`src/hdl/sorted_integer_set_assert.svh`:
```
// assertion macros for the sorted integer set
`ifndef SORTED_INTEGER_SET_ASSERT_SVH
`define SORTED_INTEGER_SET_ASSERT_SVH

// same-cycle implication, checked outside reset
`define SIS_ASSERT_NOW(label, pre, post) \
  label: assert property (@(posedge clk) disable iff (!rst_n) (pre) |-> (post)) \
    else $error("sorted_integer_set: label failed");

// next-cycle implication, checked outside reset
`define SIS_ASSERT_NEXT(label, pre, post) \
  label: assert property (@(posedge clk) disable iff (!rst_n) (pre) |=> (post)) \
    else $error("sorted_integer_set: label failed");

`endif

```
`src/hdl/sis_pkg.sv`:
```
// shared constants and types for the sorted integer set
`default_nettype none

package sis_pkg;

  localparam int CAPACITY_DEF = 64;
  localparam int KEY_W        = 32;
  localparam int KIND_W       = 2;

  // request kinds
  localparam logic [KIND_W-1:0] KIND_MEMBER = 2'd0;
  localparam logic [KIND_W-1:0] KIND_INSERT = 2'd1;
  localparam logic [KIND_W-1:0] KIND_DELETE = 2'd2;
  localparam logic [KIND_W-1:0] KIND_RANGE  = 2'd3;

  // cell commands
  localparam logic [1:0] CMD_HOLD   = 2'd0;
  localparam logic [1:0] CMD_INSERT = 2'd1;
  localparam logic [1:0] CMD_DELETE = 2'd2;
  localparam logic [1:0] CMD_RANGE  = 2'd3;

  typedef struct packed {
    logic [1:0]              op;
    logic signed [KEY_W-1:0] key;
    logic signed [KEY_W-1:0] key_high;
  } cell_cmd_t;

  typedef struct packed {
    logic signed [KEY_W-1:0] key;
    logic                    lt;   // occupied and below key
    logic                    eq;   // occupied and equal to key
    logic                    gt;   // occupied and above key
    logic                    inr;  // occupied and strictly inside the range
  } cell_stat_t;

endpackage

`default_nettype wire

```
`src/hdl/sis_cell.sv`:
```
// one slot of the sorted key chain: compare against the broadcast key and shift
`default_nettype none

module sis_cell #(
  parameter int CAPACITY = sis_pkg::CAPACITY_DEF,
  parameter int IDX      = 0
) (
  input  wire logic                         clk,
  input  wire logic [$clog2(CAPACITY+1)-1:0] count,
  input  wire sis_pkg::cell_cmd_t           cmd,
  input  wire sis_pkg::cell_stat_t          left_stat,
  input  wire sis_pkg::cell_stat_t          right_stat,
  output sis_pkg::cell_stat_t               stat
);

  localparam int CW = $clog2(CAPACITY+1);
  localparam logic [CW-1:0] IDX_C = CW'(IDX);

  logic signed [sis_pkg::KEY_W-1:0] key_r;
  logic signed [sis_pkg::KEY_W-1:0] key_nxt;
  logic                             occ;

  assign occ = count > IDX_C;

  always_comb begin
    stat.key = key_r;
    stat.lt  = occ && (key_r < cmd.key);
    stat.eq  = occ && (key_r == cmd.key);
    stat.gt  = occ && (key_r > cmd.key);
    stat.inr = occ && (key_r > cmd.key) && (key_r < cmd.key_high);
  end

  always_comb begin
    key_nxt = key_r;
    unique case (cmd.op)
      sis_pkg::CMD_INSERT: begin
        // the first slot not below the key takes it, the rest move up one
        if (!stat.lt) begin
          key_nxt = left_stat.lt ? cmd.key : left_stat.key;
        end
      end
      sis_pkg::CMD_DELETE: begin
        if (!stat.lt) begin
          key_nxt = right_stat.key;
        end
      end
      sis_pkg::CMD_RANGE: begin
        // everything above the low bound moves down, dropping the first in range
        if (stat.gt) begin
          key_nxt = right_stat.key;
        end
      end
      default: key_nxt = key_r;
    endcase
  end

  always_ff @(posedge clk) begin
    key_r <= key_nxt;
  end

endmodule

`default_nettype wire
```
`config.mk`:
```
export PLATFORM = sky130hd
export DESIGN_NAME = sis_cell
export DESIGN_NICKNAME = d
export VERILOG_FILES = /design/src/hdl/sorted_integer_set_assert.svh /design/src/hdl/sis_pkg.sv /design/src/hdl/sis_cell.sv
export SDC_FILE = /design/constraint.sdc
export NUM_CORES = 1
export LEC_CHECK = 0
export ABC_AREA = 0
export BUFFER_PORTS_ARGS = -buffer_cell sky130_fd_sc_hd__buf_4
export CAP_MARGIN = 30
export CORE_ASPECT_RATIO = 0.8
export CORE_MARGIN = 5
export CORE_UTILIZATION = 28
export CTS_CLUSTER_SIZE = 14
export DETAILED_ROUTE_END_ITERATION = 10
export PLACE_DENSITY = 0.54
export RECOVER_POWER = 25
export SYNTH_ARGS = -nofsm -noshare
export SYNTH_HDL_FRONTEND = slang
export SYNTH_SLANG_ARGS = --single-unit
```
`constraint.sdc`:
```
create_clock -name clk -period 4.25 [get_ports clk]
set_clock_uncertainty 0.15 [all_clocks]
set_input_delay 0.85 -clock clk [delete_from_list [all_inputs] [get_ports clk]]
set_output_delay 0.85 -clock clk [all_outputs]
set_load 0.05 [all_outputs]
```
==> results.yml, run 1 <==
timing:
  fmax_mhz: 248
  worst_slack_ns: 0.217
  hold_viol: 0
  tns_ns: 0
  setup_viol: 0
  min_period_over_period_pct: 94.9
  min_period_ns: 4.03
  slew_violations: 33
  worst_pin_slew_ns: 2.47
  slew_headroom_pct: -64.9
  rsz0062_at_grt: "no"
worst_setup_path:
  cp_slowest_cell: "nor4_4"
  critPathMaxStageDelay_ns: 0.39
  critPathMostFrequentCell: "buf_4"
  critical_path_class: "input port to output port"
  path_cells: "buf_4 > inv_1 > ha_1 > nand4_1 > nor4_4 > a21boi_2 > o31a_1 > nor3_1 > nor4_2 > buf_4"
  worstPathMaxFanout: 3
  critPathRequiredTime_ns: 3.25
  critPathArrivalTime_ns: 3.03
  reg2reg_slack_ns: 1.20
  cp-end-kind: "output port"
  start_kind: "input port"
die:
  chipHeight_um: 107
  io_pins: 182
  core_um2: 11600
  row_count: 35
  die_area_um2: 14100
  start_util_pct: 28.6
  die_w_um: 132
place:
  dp_hpwl_um: 8970
  place_ws_ns: 0.175
  portBuffers: 174
  gp_congestion: 0.872
  placedCellCount: 690
synthesis:
  synthCells: 378
  synth_seq_cells: 32
  synth-compound-area-share_pct: 14.4
  avgSynthCellArea_um2: 8.76
  synthMuxAreaShare_pct: 9.67
  syn_nets: 587
  yosys.area_share.simple_pct: 14.2
  ys_seq_area_share_pct: 29.0
  yosys.area_share.adder_pct: 23.8
  syn_area_um2: 3310
  synth_top_family_by_area: "adder cells"
  synthDistinctLibCells: 36
  yosys_warnings: 0
  synthXorXnorAreaFrac_pct: 0
detailed_routing:
  vias: 3249
  wl_per_cell_um: 15.2
  vias_per_cell: 4.65
  first_pass_iters: 4
  routed_wl_um: 10600
  antenna_left: 0
  drc: 0
  drtIter0Drc: 87
grt:
  antenna_found_initial: 0
  track_usage_pct: 14.7
  globalRouteOverflowTotal: 0
  first_global_vias: 3362
  grt_pass1_wl_um: 16900
  grt_max_degree: 67
clocking:
  worst_skew_pair.late_latency_ns: 0.28
  htreeDepth: 2
  clk_pin_slew_ns: 0.05
  clock_sinks: 32
  clockRootBuffer: "clkbuf_16"
  cts_tree: "yes"
  cts_buffers: 5
  cts_buffer_depth: 2
layout:
  insertedDiodeCount: 0
  top_register: "key_r"
  nets: 758
  drive_above_1_share_pct: 33.8
  syn_to_final_growth_pct: 48.8
  largest_reg_flops: 32
  final_cell_mix: "buf_4 (173), inv_1 (63), ha_1 (63)"
  fin_cells: 698
  layout_commonest_cell: "buf_4"
  top_regs: "key_r x32"
run_status:
  status: "finished, violations left"
  violations: "capacitance limit, slew limit"
worst_hold_path:
  hold_path_class: "input port to flop"
pwr:
  ir_worst_vdd_mv: 0.136
  p_leak_nw: 2.55
  power.total_mw: 1.85
  p_per_area_nw_per_um2: 376
flow_run:
  cap_violations: 1
[cells by family (layout without fill, tap and decap cells)]
family / Yosys count / after routing
and+or+nand+nor: 94 / 94
adders and majority gates: 63 / 63
buffers and inverters: 74 / 246
muxes: 32 / 32
AOI/OAI and AO/OA: 83 / 83
DFF: 32 / 32
[worst max-delay path: cells and delay by family]
family	cells	cell delay [ns]
AO/OA/AOI/OAI	2	0.45
adder cells (fa/ha/maj)	1	0.32
AND/OR/NAND/NOR	4	1.03
buffers and inverters	3	0.36
[where the power goes]
group / internal (mW) / leakage (nW) / total [mW] / switching (mW)
logic: 0.372 / 2.18 / 0.993 / 0.622
registers: 0.448 / 0.308 / 0.511 / 0.0626
clock network: 0.215 / 0.0655 / 0.345 / 0.129
total: 1.04 / 2.55 / 1.85 / 0.814
[synth_stat cells]
cell type | n | share of area, %
a21boi_2 | 1 | 0.34
nand2_1 | 49 | 5.6
clkbuf_8 | 1 | 0.42
nand2b_1 | 3 | 0.57
clkbuf_1 | 7 | 0.79
nand3_1 | 7 | 1.1
a22oi_1 | 2 | 0.45
and3_1 | 1 | 0.19
ha_1 | 63 | 24
a21o_1 | 1 | 0.23
nor4_2 | 4 | 1.5
and4_1 | 4 | 1.1
a31o_1 | 1 | 0.26
o21ai_0 | 39 | 5.9
and3b_1 | 1 | 0.26
o21ai_1 | 4 | 0.60
edfxtp_1 | 32 | 29
or4_4 | 1 | 0.34
o2111ai_1 | 1 | 0.26
nand4_1 | 7 | 1.3
a21boi_0 | 1 | 0.23
nor3_1 | 4 | 0.60
inv_1 | 63 | 7.1
a21oi_1 | 21 | 3.2
a2111oi_0 | 1 | 0.26
o211ai_1 | 2 | 0.45
mux2i_1 | 32 | 9.7
nor4_1 | 2 | 0.38
nor2b_1 | 2 | 0.38
a211oi_1 | 3 | 0.68
o31a_1 | 1 | 0.26
o21a_1 | 1 | 0.23
buf_2 | 3 | 0.45
a221o_1 | 1 | 0.30
nor2_1 | 9 | 1.0
a221oi_1 | 3 | 0.79
[path summary, 6_finish.rpt]
check	from	to	cells past startpoint
max	cmd[47]	stat[0]	10
min	right_stat[17]	key_r[13]	3
max reg2reg	key_r[14]	key_r[15]	8
min reg2reg	key_r[31]	key_r[31]	5
[per-layer routing]
metal  GRT usage [%]  share of wire (%)  wire (um)
met5               0                  0          0
met4            5.07                2.4        253
met3            4.02                5.8        621
met2            23.6                 46       4890
met1            19.0                 46       4860
[through the flow]
| stage | util [%] | instance area (um^2) | hold WS [ns] |
|---|---|---|---|
| 2_1_floorplan | - | 3320 | 0.891 |
| 3_3_place_gp | 41.4 | 4780 | 0.982 |
| 5_1_grt | 42.6 | 4920 | 0.698 |
| 4_1_cts | 42.6 | 4920 | 0.691 |
| 6_report | 42.6 | 4920 | 0.701 |
| 3_5_place_dp | 41.4 | 4780 | 0.986 |
[layout make-up]
cell class                      instances  area, um^2
Clock buffer                            7         133
Clock inverter                          1        3.75
Fill cell                            1189        6640
Inverter                               63         236
Multi-Input combinational cell        272        2080
Sequential cell                        32         961
Tap cell                              148         185
Timing Repair Buffer                  175        1320
[what timing repair did]
| action | 4_1_cts | 5_1_grt |
|---|---|---|
| setup buffers | 0 | 0 |
| gates resized for setup | 0 | 1 |
| hold buffers | 0 | 0 |
| setup endpoints to repair | 0 | 1 |
Power figures use the tool's default switching activity.
==> inputs of run 2 (changes only) <==
Settings changed: BUFFER_PORTS_ARGS -buffer_cell sky130_fd_sc_hd__buf_4 to -buffer_cell sky130_fd_sc_hd__buf_2, CELL_PAD_IN_SITES_DETAIL_PLACEMENT set to 0, CELL_PAD_IN_SITES_GLOBAL_PLACEMENT set to 1, CORE_UTILIZATION 28 to 30, PLACE_DENSITY 0.54 to 0.76.
==> run 2 against run 1 <==
  * Via count up 0.92%
  * Power down 4.6%
  * Utilization down 0.99 points
  * Count of clock-buffer cells in the layout unchanged
  * First-iteration DRC count down 16%
  * Hold slack worse by 0.0062 ns
  * Combinational power down 8.9%
  * Critical path depth unchanged
  * The run still ends with capacitance limit, slew limit left
==> results.yml, run 2 (synthesized netlist as in run 1, its figures left out) <==
run_status:
  status: "finished, violations left"
  violations: "capacitance limit, slew limit"
grt:
  track_usage_pct: 15.2
  antenna_found_initial: 0
  globalRouteOverflowTotal: 0
  first_global_vias: 3463
  grt_max_degree: 65
  grt_pass1_wl_um: 16500
layout:
  final_cell_mix: "buf_2 (164), inv_1 (63), ha_1 (63)"
  drive_above_1_share_pct: 32.5
  syn_to_final_growth_pct: 36.3
  top_register: "key_r"
  largest_reg_flops: 32
  nets: 762
  top_regs: "key_r x32"
  layout_commonest_cell: "buf_2"
  final_cell_area_um2: 4510
  fin_util_pct: 41.6
  insertedDiodeCount: 0
  fillers: 1132
timing:
  worst_pin_slew_ns: 2.36
  min_period_over_period_pct: 94.0
  rsz0062_at_grt: "no"
  slew_headroom_pct: -57.2
  min_period_ns: 4.00
  fmax_mhz: 250
  hold_viol: 0
  tns_ns: 0
  worst_slack_ns: 0.253
  setup_viol: 0
  slew_violations: 65
clocking:
  cts_buffers: 5
  clockRootBuffer: "clkbuf_16"
  worst_skew_pair.late_latency_ns: 0.28
  htreeDepth: 2
  clock_sinks: 32
  clk_pin_slew_ns: 0.06
  post_cts.repair.setup_buffers: 0
  postCtsHoldBufs: 0
  cts_buffer_depth: 2
  cts_tree: "yes"
  cts_resized: 0
detailed_routing:
  antenna_left: 0
  drc: 0
  vias_per_cell: 4.70
  vias: 3279
  routed_wl_um: 10300
  drtIter0Drc: 73
  first_pass_iters: 5
  wl_per_cell_um: 14.7
die:
  row_count: 34
  die_w_um: 127
  chipHeight_um: 104
  io_pins: 182
  core_um2: 10800
  start_util_pct: 30.5
  die_area_um2: 13200
place:
  place_ws_ns: 0.262
  dp_hpwl_um: 8650
  portBuffers: 174
  gp_congestion: 0.792
  dpl-instance-area_um2: 4370
flow_run:
  cap_violations: 1
worst_setup_path:
  worstPathMaxFanout: 4
  critPathCapture: "stat[0]"
  reg2reg_from: "key_r[31]"
  critical_path_class: "input port to output port"
  start_kind: "input port"
  startpoint: "cmd[62]"
  rr_endpoint: "key_r[17]"
  critPathRequiredTime_ns: 3.25
  reg2reg_slack_ns: 1.30
  reg2reg_depth: 8
  cp-end-kind: "output port"
  critPathArrivalTime_ns: 3.00
pwr:
  p_leak_nw: 2.40
  power.total_mw: 1.77
  ir_worst_vdd_mv: 0.127
  p_per_area_nw_per_um2: 391
worst_hold_path:
  hold_path_class: "input port to flop"
  hold_depth: 3
[run 2: changes by cell type in the layout (fill, tap and decap cells not counted)]
cell	previous run	this run
buf_4	173	2
buf_2	0	164
clkbuf_1	3	13
buf_16	0	1
nor4_2	2	3
nor4_4	2	1
[run 2: metal layers]
layer	vias to the layer above	GRT usage, %	share of wire, %
met5	-	0	0
met3	9	3.95	7.6
met2	102	25.4	45
li1	1701	-	-
met1	1467	19.6	46
met4	0	3.75	1.4
[run 2: critical path: stages]
cell and delay [ns]:
buf_2 0.09, inv_1 0.05, ha_1 0.34, nand4_1 0.20
nor3_1 0.22, a22oi_1 0.10, a21boi_0 0.42, nor3_1 0.15
nor4_2 0.26, buf_2 0.31
[run 2: worst min-delay path by stage]
| stage | slack, ns | to | from |
|---|---|---|---|
| final | 0.69 | key_r[9] | right_stat[13] |
| after global routing | 0.70 | key_r[16] | right_stat[20] |
| after CTS | 0.69 | key_r[19] | right_stat[23] |
| after detailed placement | 0.98 | key_r[19] | right_stat[23] |
| after global placement | 0.98 | key_r[6] | right_stat[10] |
| after floorplan | 0.89 | key_r[0] | right_stat[4] |
[run 2: power breakdown]
group | total (mW) | switching [mW] | internal, mW
clock | 0.351 | 0.135 | 0.216
combinational | 0.905 | 0.615 | 0.291
sequential | 0.510 | 0.0612 | 0.448
total | 1.77 | 0.811 | 0.955
[run 2: final cells by class]
cell class | count | area, um^2 | area share (%)
clock buffer | 7 | 133 | 2.94
clock inverter | 1 | 3.75 | 0.0832
tap | 144 | 180 | 3.99
inverter | 63 | 236 | 5.24
timing repair buffer | 179 | 925 | 20.5
multi-input combinational | 272 | 2070 | 46.0
sequential | 32 | 961 | 21.3
[run 2: metrics by stage]
| stage | cells | hold slack (ns) |
|---|---|---|
| 3_5_place_dp | 689 | 0.984 |
| 3_3_place_gp | 688 | 0.981 |
| 5_1_grt | 698 | 0.703 |
| 2_1_floorplan | 378 | 0.891 |
| 4_1_cts | 697 | 0.690 |
| 6_report | 698 | 0.695 |
==> inputs of run 3 (changes only) <==
==> constraint.sdc (replaced) <==
create_clock -name clk -period 4.25 [get_ports clk]
set_clock_uncertainty 0.15 [all_clocks]
set_input_delay 0.2125 -clock clk [delete_from_list [all_inputs] [get_ports clk]]
set_output_delay 0.2125 -clock clk [all_outputs]
set_load 0.05 [all_outputs]
==> run 3 against run 2 <==
  * The flow still finishes with violations (capacitance limit, slew limit)
  * Critical path depth fell by 3
  * Maximum frequency grew 28%
  * Wire length grew 1.2%
  * Critical endpoint is now stat[3]
  * Setup slack improved by 0.88 ns
  * Final area fell by 1.3%
  * Utilization decreased by 0.55 points
  * Count of clock-buffer cells in the layout is the same
==> results.yml, run 3 (synthesized netlist as in run 1, its figures left out) <==
detailed_routing:
  wl_per_cell_um: 14.9
  routed_wl_um: 10400
  vias_per_cell: 4.70
  drtIter0Drc: 106
  vias: 3273
  antenna_left: 0
  drc: 0
  first_pass_iters: 4
clocking:
  clockRootBuffer: "clkbuf_16"
  postCtsHoldBufs: 0
  clock_sinks: 32
  post_cts.repair.setup_buffers: 0
  cts_tree: "yes"
  cts_buffers: 5
  htreeDepth: 2
  clk_pin_slew_ns: 0.05
  worst_skew_pair.late_latency_ns: 0.28
  cts_resized: 0
  cts_buffer_depth: 2
layout:
  fin_cells: 696
  fin_util_pct: 41.0
  nets: 760
  final_cell_area_um2: 4450
  top_register: "key_r"
  syn_to_final_growth_pct: 34.5
  top_regs: "key_r x32"
  largest_reg_flops: 32
  final_cell_mix: "buf_2 (151), inv_1 (63), ha_1 (63)"
  drive_above_1_share_pct: 29.9
  insertedDiodeCount: 0
  layout_commonest_cell: "buf_2"
worst_setup_path:
  cp_top_family: "compound AO/OA/AOI/OAI gates"
  path_cells: "ha_1 > a21oi_1 > o21ai_0 > a221o_1 > o31a_1 > nor4_2 > buf_2"
  critPathMaxStageDelay_ns: 0.42
  reg2reg_from: "key_r[14]"
  cp-end-kind: "output port"
  worstPathMaxFanout: 3
  cp_slowest_cell: "edfxtp_1"
  start_kind: "flop"
  cp_num_buf_inv: 1
  critical_path_class: "flop to output port"
  critPathRequiredTime_ns: 3.89
  critPathArrivalTime_ns: 2.76
  startpoint: "key_r[5]"
die:
  row_count: 34
  core_um2: 10800
  die_w_um: 127
  chipHeight_um: 104
  start_util_pct: 30.5
  die_area_um2: 13200
  io_pins: 182
grt:
  grt_max_degree: 51
  antenna_found_initial: 0
  grt_pass1_wl_um: 16200
  first_global_vias: 3297
  globalRouteOverflowTotal: 0
  track_usage_pct: 15.2
worst_hold_path:
  hold_path_class: "input port to flop"
  hp-start: "right_stat[21]"
place:
  placedCellCount: 687
  portBuffers: 174
  gp_congestion: 0.793
  dpl-instance-area_um2: 4340
  dp_hpwl_um: 8650
  place_ws_ns: 1.13
timing:
  rsz0062_at_grt: "no"
  worst_pin_slew_ns: 1.54
  worst_slack_ns: 1.13
  hold_viol: 0
  min_period_over_period_pct: 73.4
  slew_headroom_pct: -2.94
  tns_ns: 0
  setup_viol: 0
  min_period_ns: 3.12
  slew_violations: 20
  fmax_mhz: 320
  hold_ws_ns: 0.0570
pwr:
  p_per_area_nw_per_um2: 392
  ir_worst_vdd_mv: 0.147
  power.total_mw: 1.75
  p_leak_nw: 2.34
run_status:
  violations: "capacitance limit, slew limit"
  status: "finished, violations left"
flow_run:
  cap_violations: 1
[run 3: metal layers]
metal	track usage (%)	part of all wire, %	vias to the layer above
li1	-	-	1698
met1	19.5	46	1461
met2	25.2	47	105
met3	4.16	6.7	9
met4	3.29	0.93	0
met5	0	0	-
[run 3: worst paths after layout]
kind | end | slack (ns) | depth (start not counted)
setup / recovery | stat[3] | 1.13 | 7
hold / removal | key_r[17] | 0.06 | 3
setup reg to reg | key_r[27] | 1.22 | 8
hold reg to reg | key_r[15] | 1.34 | 5
[run 3: cell type report]
cell class	count	area, um^2
fill	1148	6390
tap	144	180
timing repair buffer	177	873
sequential	32	961
multi-input combinational	272	2070
inverter	63	236
clock buffer	7	133
clock inverter	1	3.75
[run 3: where the power goes]
part           internal, mW  switching [mW]
clock network         0.216           0.135
registers             0.449          0.0601
logic                 0.276           0.613
[run 3: tightest hold or removal path, cell delays in order]
cell	delay [ns]
buf_2	0.08
nand2_1	0.04
o21ai_0	0.05
